--- config.mk ---
export PLATFORM = sky130hd
export DESIGN_NAME = gpio_edge_interrupt_controller
export DESIGN_NICKNAME = d
export VERILOG_FILES = /design/src/sv/gpio_eic_pkg.sv /design/src/sv/gpio_edge_interrupt_controller.sv /design/src/sv/gpio_eic_in_stage.sv /design/src/sv/gpio_eic_core.sv /design/src/sv/gpio_eic_out_stage.sv
export VERILOG_INCLUDE_DIRS = /design/src /design/src/sv
export SDC_FILE = /design/constraint.sdc
export NUM_CORES = 1
export LEC_CHECK = 0
export BUFFER_PORTS_ARGS = -buffer_cell sky130_fd_sc_hd__clkbuf_2
export CORE_UTILIZATION = 60
export CTS_CLUSTER_SIZE = 16
export DETAILED_ROUTE_END_ITERATION = 12
export MAX_ROUTING_LAYER = met4
export PLACE_DENSITY = 0.81
export SLEW_MARGIN = 10
export SYNTH_ARGS = -nofsm -noshare
export SYNTH_HDL_FRONTEND = slang
export SYNTH_SLANG_ARGS = --single-unit
--- constraint.sdc ---
create_clock -name aclk -period 6 [get_ports aclk]
set_clock_uncertainty 0.2 [all_clocks]
set_input_delay 0.6 -clock aclk [delete_from_list [all_inputs] [get_ports aclk]]
set_output_delay 0.6 -clock aclk [all_outputs]
set_load 0.02 [all_outputs]
--- src/sv/gpio_edge_interrupt_controller_defines.svh ---
// ----------------------------------------------------------------------------
// GPIO edge interrupt controller assertion macros
// Shared property wrappers, clocked on the rising edge, disabled in reset.
// ----------------------------------------------------------------------------
`ifndef GPIO_EDGE_INTERRUPT_CONTROLLER_DEFINES_SVH
`define GPIO_EDGE_INTERRUPT_CONTROLLER_DEFINES_SVH

// Same-cycle implication.
`define GEIC_ASSERT_IMPL(label, clk, rstn, ante, cons) \
    label: assert property (@(posedge clk) disable iff (!rstn) (ante) |-> (cons)) \
        else $error("gpio_edge_interrupt_controller: check failed");

// Next-cycle implication.
`define GEIC_ASSERT_NEXT(label, clk, rstn, ante, cons) \
    label: assert property (@(posedge clk) disable iff (!rstn) (ante) |=> (cons)) \
        else $error("gpio_edge_interrupt_controller: check failed");

`endif

--- src/sv/gpio_eic_pkg.sv ---
// ----------------------------------------------------------------------------
// GPIO edge interrupt controller package
// Item and result types, register indexes and shared constants.
// ----------------------------------------------------------------------------
package gpio_eic_pkg;

    localparam int DATA_W        = 8;
    localparam int PIN_COUNT_DEF = 8;

    typedef enum logic [1:0] {
        KIND_READ  = 2'd0,
        KIND_WRITE = 2'd1,
        KIND_TICK  = 2'd2,
        KIND_NOP   = 2'd3
    } kind_t;

    typedef enum logic [2:0] {
        REG_LEVEL  = 3'd0,
        REG_DIR    = 3'd1,
        REG_SET    = 3'd2,
        REG_CLEAR  = 3'd3,
        REG_RISE   = 3'd4,
        REG_FALL   = 3'd5,
        REG_MASK   = 3'd6,
        REG_STATUS = 3'd7
    } reg_idx_t;

    typedef struct packed {
        kind_t               kind;
        reg_idx_t            reg_index;
        logic [DATA_W-1:0]   write_data;
        logic [DATA_W-1:0]   pin_levels;
    } item_t;

    typedef struct packed {
        logic [DATA_W-1:0]   read_data;
        logic [DATA_W-1:0]   pin_drive;
        logic [DATA_W-1:0]   pin_drive_enable;
        logic                irq;
    } result_t;

    // Interrupt-side state, seen by the top level for checking.
    typedef struct packed {
        logic [DATA_W-1:0]   status;
        logic [DATA_W-1:0]   mask;
    } irq_view_t;

endpackage

--- src/sv/gpio_edge_interrupt_controller.sv ---
// ----------------------------------------------------------------------------
// GPIO edge interrupt controller
// Eight-register GPIO block with edge-triggered interrupt status.
// ----------------------------------------------------------------------------
// Usage:
//   Input channel (s_valid/s_ready): one item per transfer, either a register
//   read, a register write, a pin sample tick carrying the pin levels, or a no-op.
//   Result channel (m_valid/m_ready): exactly one result per item, in order,
//   with read data (zero unless a read), the output latch, the direction
//   bits and the interrupt line, all as they stand after the item.
//   Path: the input register holds the item while the core forms the result
//   for the result register, which raises m_valid once it is loaded.
//   Throughput: one item per cycle while m_ready stays high; the input
//   register and result register both stream.
//   Stall: when m_ready is low the result register holds, the core stops,
//   and the input register absorbs one more item before s_ready drops.
//   Reset: aresetn (synchronous, active low) clears all core registers, all pins
//   to inputs, all interrupts masked, and empties both stages.
// ----------------------------------------------------------------------------
`include "gpio_edge_interrupt_controller_defines.svh"

module gpio_edge_interrupt_controller
    import gpio_eic_pkg::*;
#(
    parameter int PIN_COUNT = PIN_COUNT_DEF
) (
    input  logic              aclk,
    input  logic              aresetn,
    input  logic              s_valid,
    output logic              s_ready,
    input  logic [1:0]        s_kind,
    input  logic [2:0]        s_reg_index,
    input  logic [DATA_W-1:0] s_write_data,
    input  logic [DATA_W-1:0] s_pin_levels,
    output logic              m_valid,
    input  logic              m_ready,
    output logic [DATA_W-1:0] m_read_data,
    output logic [DATA_W-1:0] m_pin_drive,
    output logic [DATA_W-1:0] m_pin_drive_enable,
    output logic              m_irq
);

    item_t     s_item;
    item_t     item;
    logic      item_valid;
    logic      out_ready;
    logic      fire;
    result_t   core_result;
    result_t   m_result;
    irq_view_t irq_view;

    assign s_item.kind       = kind_t'(s_kind);
    assign s_item.reg_index  = reg_idx_t'(s_reg_index);
    assign s_item.write_data = s_write_data;
    assign s_item.pin_levels = s_pin_levels;

    // Advance the held item into the result register.
    assign fire = item_valid && out_ready;

    gpio_eic_in_stage u_in_stage (
        .aclk       (aclk),
        .aresetn    (aresetn),
        .s_valid    (s_valid),
        .s_ready    (s_ready),
        .s_item     (s_item),
        .advance    (out_ready),
        .item_valid (item_valid),
        .item       (item)
    );

    gpio_eic_core #(
        .PIN_COUNT (PIN_COUNT)
    ) u_core (
        .aclk     (aclk),
        .aresetn  (aresetn),
        .fire     (fire),
        .item     (item),
        .result   (core_result),
        .irq_view (irq_view)
    );

    gpio_eic_out_stage u_out_stage (
        .aclk     (aclk),
        .aresetn  (aresetn),
        .load     (fire),
        .result   (core_result),
        .ready    (out_ready),
        .m_valid  (m_valid),
        .m_ready  (m_ready),
        .m_result (m_result)
    );

    assign m_read_data        = m_result.read_data;
    assign m_pin_drive        = m_result.pin_drive;
    assign m_pin_drive_enable = m_result.pin_drive_enable;
    assign m_irq              = m_result.irq;

    // Only reads return data.
    `GEIC_ASSERT_NEXT(a_rdata_zero, aclk, aresetn, fire && item.kind != KIND_READ, m_read_data == '0)
    // Shown interrupt line matches the live status and mask while a result is held.
    `GEIC_ASSERT_IMPL(a_irq_live, aclk, aresetn, m_valid, m_irq == |(irq_view.status & irq_view.mask))
    // Input back-pressure only when both stages are full.
    `GEIC_ASSERT_IMPL(a_ready_full, aclk, aresetn, !s_ready, item_valid && m_valid && !m_ready)

endmodule

--- src/sv/gpio_eic_in_stage.sv ---
// ----------------------------------------------------------------------------
// GPIO edge interrupt controller input stage
// Registers one incoming transfer and hands it on when the core can take it.
// ----------------------------------------------------------------------------
module gpio_eic_in_stage
    import gpio_eic_pkg::*;
(
    input  logic  aclk,
    input  logic  aresetn,
    input  logic  s_valid,
    output logic  s_ready,
    input  item_t s_item,
    input  logic  advance,
    output logic  item_valid,
    output item_t item
);

    logic  valid_reg;
    logic  valid_next;
    item_t item_reg;

    // Accept whenever the held item leaves in the same cycle or none is held.
    assign s_ready    = !valid_reg || advance;
    assign valid_next = s_ready ? s_valid : valid_reg;

    always_ff @(posedge aclk) begin
        if (!aresetn) begin
            valid_reg <= 1'b0;
        end else begin
            valid_reg <= valid_next;
        end
    end

    always_ff @(posedge aclk) begin
        if (s_valid && s_ready) begin
            item_reg <= s_item;
        end
    end

    assign item_valid = valid_reg;
    assign item       = item_reg;

endmodule

--- src/sv/gpio_eic_core.sv ---
// ----------------------------------------------------------------------------
// GPIO edge interrupt controller core
// Register file, edge detection and result formation for one item per cycle while fire is high.
// ----------------------------------------------------------------------------
module gpio_eic_core
    import gpio_eic_pkg::*;
#(
    parameter int PIN_COUNT = PIN_COUNT_DEF
) (
    input  logic      aclk,
    input  logic      aresetn,
    input  logic      fire,
    input  item_t     item,
    output result_t   result,
    output irq_view_t irq_view
);

    // Pins beyond the port width can never be written or sampled.
    localparam int PW = (PIN_COUNT < DATA_W) ? PIN_COUNT : DATA_W;

    logic [PW-1:0] out_latch_reg,   out_latch_next;
    logic [PW-1:0] direction_reg,   direction_next;
    logic [PW-1:0] rise_en_reg,     rise_en_next;
    logic [PW-1:0] fall_en_reg,     fall_en_next;
    logic [PW-1:0] irq_mask_reg,    irq_mask_next;
    logic [PW-1:0] irq_status_reg,  irq_status_next;
    logic [PW-1:0] last_pins_reg,   last_pins_next;

    logic [PW-1:0] data;
    logic [PW-1:0] pins;
    logic [PW-1:0] rdata;
    logic [PW-1:0] edges;

    assign data  = item.write_data[PW-1:0];
    assign pins  = item.pin_levels[PW-1:0];
    assign edges = (pins & ~last_pins_reg & rise_en_reg)
                 | (~pins & last_pins_reg & fall_en_reg);

    always_comb begin
        out_latch_next  = out_latch_reg;
        direction_next  = direction_reg;
        rise_en_next    = rise_en_reg;
        fall_en_next    = fall_en_reg;
        irq_mask_next   = irq_mask_reg;
        irq_status_next = irq_status_reg;
        last_pins_next  = last_pins_reg;
        rdata           = '0;

        case (item.kind)
            KIND_READ: begin
                case (item.reg_index)
                    REG_LEVEL:  rdata = (direction_reg & out_latch_reg)
                                      | (~direction_reg & last_pins_reg);
                    REG_DIR:    rdata = direction_reg;
                    REG_RISE:   rdata = rise_en_reg;
                    REG_FALL:   rdata = fall_en_reg;
                    REG_MASK:   rdata = irq_mask_reg;
                    REG_STATUS: rdata = irq_status_reg;
                    default:    rdata = '0;
                endcase
            end
            KIND_WRITE: begin
                case (item.reg_index)
                    REG_DIR:    direction_next  = data;
                    REG_SET:    out_latch_next  = out_latch_reg | data;
                    REG_CLEAR:  out_latch_next  = out_latch_reg & ~data;
                    REG_RISE:   rise_en_next    = data;
                    REG_FALL:   fall_en_next    = data;
                    REG_MASK:   irq_mask_next   = data;
                    REG_STATUS: irq_status_next = irq_status_reg & ~data;
                    default:    ;
                endcase
            end
            KIND_TICK: begin
                irq_status_next = irq_status_reg | edges;
                last_pins_next  = pins;
            end
            default: ;
        endcase
    end

    always_ff @(posedge aclk) begin
        if (!aresetn) begin
            out_latch_reg  <= '0;
            direction_reg  <= '0;
            rise_en_reg    <= '0;
            fall_en_reg    <= '0;
            irq_mask_reg   <= '0;
            irq_status_reg <= '0;
            last_pins_reg  <= '0;
        end else if (fire) begin
            out_latch_reg  <= out_latch_next;
            direction_reg  <= direction_next;
            rise_en_reg    <= rise_en_next;
            fall_en_reg    <= fall_en_next;
            irq_mask_reg   <= irq_mask_next;
            irq_status_reg <= irq_status_next;
            last_pins_reg  <= last_pins_next;
        end
    end

    // Report the state as it stands after this item.
    always_comb begin
        result                             = '0;
        result.read_data[PW-1:0]           = rdata;
        result.pin_drive[PW-1:0]           = out_latch_next;
        result.pin_drive_enable[PW-1:0]    = direction_next;
        result.irq                         = |(irq_status_next & irq_mask_next);
    end

    always_comb begin
        irq_view                = '0;
        irq_view.status[PW-1:0] = irq_status_reg;
        irq_view.mask[PW-1:0]   = irq_mask_reg;
    end

endmodule

--- src/sv/gpio_eic_out_stage.sv ---
// ----------------------------------------------------------------------------
// GPIO edge interrupt controller result register
// Holds one result transfer until the receiver takes it.
// ----------------------------------------------------------------------------
module gpio_eic_out_stage
    import gpio_eic_pkg::*;
(
    input  logic    aclk,
    input  logic    aresetn,
    input  logic    load,
    input  result_t result,
    output logic    ready,
    output logic    m_valid,
    input  logic    m_ready,
    output result_t m_result
);

    logic    valid_reg;
    logic    valid_next;
    result_t result_reg;

    // Free when empty or when the held result leaves this cycle.
    assign ready      = !valid_reg || m_ready;
    assign valid_next = load ? 1'b1 : (valid_reg && !m_ready);

    always_ff @(posedge aclk) begin
        if (!aresetn) begin
            valid_reg <= 1'b0;
        end else begin
            valid_reg <= valid_next;
        end
    end

    always_ff @(posedge aclk) begin
        if (load) begin
            result_reg <= result;
        end
    end

    assign m_valid  = valid_reg;
    assign m_result = result_reg;

endmodule
==> summary.txt <==
Status
  • Run status: finished clean

Clock tree
  • Post-cts resize count: 0
  • Cts hold-fix bufs: 0
  • Clock buffer depth: 2
  • CTS Sinks: approximately 100
  • CTS tree: yes
  • Root Driver: clkbuf_8
  • Worst-skew pair later-pin latency: 0.37 ns
  • CTS clk-pin slew, worst paths: 0.10 ns
  • Setup bufs post-CTS: 0
  • CTS H-tree lvls: 3
  • TritonCTS Buffers: 9

Synth
  • Cells after synthesis: 449
  • Post-synthesis average cell area: 10.9 sq um
  • EDFF count, synth: 46
  • Post-synth top area cell: edfxtp_1
  • Register area share after synthesis: 0.518
  • Net Count, Synth: roughly 480
  • Top cells by count, synth: dfxtp_1 (58), edfxtp_1 (46), mux2i_1 (40)
  • Synth top area share: 0.282
  • Syn Std Cell Area: 4900 sq um
  • Count of cell types in the netlist: 52
  • Top-count cell post-synth: dfxtp_1
  • Main synth FF type: dfxtp_1
  • Count of state elements after synthesis: 104
  • Synth warn: 0
  • Ys async rst share: 0
  • Synth area leaders: edfxtp_1 (28%), dfxtp_1 (24%), mux2i_1 (8.2%), nor2b_1 (5.0%), a21oi_1 (3.4%)

Timing
  • Period minus WS final: 3.19 ns
  • Final setup fails: 0
  • Period utilization: 0.531
  • Worst Tran Pin Value: 0.981 ns
  • Max Transition Viols Final: 0
  • Fmax: 0.314 GHz
  • Slew HR: 0.346
  • Final Hold Violating Endpoints: 0
  • RSZ-0062 raised after global routing: false
  • Setup tns final: 0 ns

Worst setup path
  • CP Class: flop to flop
  • Crit-path cells: nand4b_1 -> mux2i_1 -> a211o_2 -> o22ai_1 -> or4b_1
  • CP endpoint kind: flop
  • Slowest cell on crit path: edfxtp_1
  • Max FO, Critical Path: 27
  • Slowest stage delay, CP: 0.97 ns
  • Startpoint types: flop
  • CP arrival: 3.09 ns
  • Worst EP required: 5.91 ns

Place
  • Placement Cell Area: 5120 sq um
  • Buffers on Ports: approximately 50
  • Inst Count DP: 571
  • GPL Wtd Cong: 0.897
  • Post-DP HPWL: 6720 um

Global route
  • Vias in the first global route: around 3200
  • Largest net degree at the start of global routing: 59
  • GRT Resource Usage Total: 0.259
  • Initial antenna violation count: 0
  • First-pass GRT wire length: ~17000 um
  • GRT Residual Overflow: 0

Floorplan
  • Die X: 92.4 um
  • Starting Density: 0.628
  • FP Rows: 32
  • DIE AREA: 8540 sq um
  • Core area: 7810 sq um
  • DIE HEIGHT: 92.4 um
  • I/O pins: 52

Power and ir drop
  • VDD IR max: ~0.15 mV
  • Leak: about 2.1 nW
  • Switching Share: 0.245
  • Comb power frac: 0.067
  • Pint: 1.00 mW
  • Pwr dens: 248 nW/um^2
  • Flop pwr share: 0.587
  • Clock power share: 0.345
  • Psw: 0.324 mW
  • Power Total: 1.32 mW

Layout
  • Fin area: 5330 sq um
  • Layout cells sized above 1: 0.227
  • Final Util: 0.683
  • Final non-filler cell total: slightly below 600
  • Area Growth Syn to Fin: 8.73%
  • Ant diodes: 0
  • Final net count: 508
  • Flip-flop count of the largest register after layout: 25

Detailed routing
  • Via count: 3556
  • DRC violations left: 0
  • Initial DRC Count: 361
  • Routed WL: 10300 um
  • Post-DR wirelength/cell: 17.5 um
  • Post-DRT Antenna Nets: 0
  • 1st-pass router iterations: 5
  • Vias/cell: just over 6

Min path
  • Min-delay worst type: input pin to flop

Flow run
  • Max_cap viols: 0
[path summary, 6_finish.rpt]
check	startpoint	endpoint	slack, ns	depth (start not counted)
setup / recovery	u_in_stage.item[18]$_DFFE_PP_	u_out_stage.m_result[0]$_DFFE_PP_	2.81	5
hold / removal	s_pin_levels[6]	u_in_stage.item[6]$_DFFE_PP_	0.20	1
hold reg to reg	u_core.out_latch_reg[6]$_SDFFE_PN0P_	u_core.out_latch_reg[6]$_SDFFE_PN0P_	0.29	2
setup reg to reg	u_in_stage.item[18]$_DFFE_PP_	u_out_stage.m_result[0]$_DFFE_PP_	2.81	5
[layout by cell type (no fill, tap or decap), types with 3 or more instances in the layout]
master,instances
a211oi_1,3
clkbuf_8,10
a21boi_0,17
buf_4,3
a21o_1,3
clkbuf_2,51
nor2b_1,39
mux4_2,3
inv_1,6
mux2_2,13
a31oi_1,11
nand3b_1,13
nand2_1,38
mux2i_1,40
o21ai_0,20
ha_1,3
nor2_1,10
nand3_1,8
edfxtp_1,46
inv_6,3
a211o_2,3
or3b_2,7
a21oi_1,33
dfxtp_1,58
a22o_1,5
and2_1,8
[worst max-delay path, delay by kind of cell (launching register included)]
kind,cells,cell delay (ns)
flip-flops,1,0.97
AO/OA/AOI/OAI,2,0.19
multiplexers,1,0.33
AND/OR/NAND/NOR,2,1.23
[logic make-up (layout without fill, tap and decap cells)]
logic type	count (synthesis)	after routing	share of synthesized area
AND/OR/NAND/NOR	138	138	0.166
AO/OA/AOI/OAI	107	107	0.139
flip-flops	104	104	0.518
multiplexers	56	56	0.125
buffers and inverters	41	77	0.0436
adder cells (fa/ha/maj)	3	3	0.00766
[cell type report]
cell class,count,area (sq um)
timing repair buffer,54,278
inverter,7,26.3
fill,615,2480
multi-input combinational,304,2150
clock inverter,6,72.6
tap,102,128
sequential,104,2540
clock buffer,10,138
[metal layers]
layer	track usage	part of all wire
met5	-	0
met4	0.0911	0.019
met3	0.0345	0.075
met2	0.388	0.45
met1	0.363	0.46
[power by group through the flow]
| stage | Combinational, mW | Clock [mW] | Sequential, mW |
|---|---|---|---|
| 5_1_grt | 0.0958 | 0.487 | 0.780 |
| 2_1_floorplan | 0.0649 | 0 | 0.788 |
| 6_report | 0.0891 | 0.457 | 0.777 |
| 3_5_place_dp | 0.0887 | 0 | 0.793 |
| 4_1_cts | 0.0890 | 0.462 | 0.777 |
| 3_3_place_gp | 0.0868 | 0 | 0.792 |
[through the flow]
step / setup slack (ns) / hold slack [ns]
detailed placement: 2.87 / 0.283
global route: 2.71 / 0.184
global placement: 2.98 / 0.267
floorplan: 3.54 / 0.253
CTS: 2.88 / 0.191
finish: 2.81 / 0.199
Power figures use the tool's default switching activity.
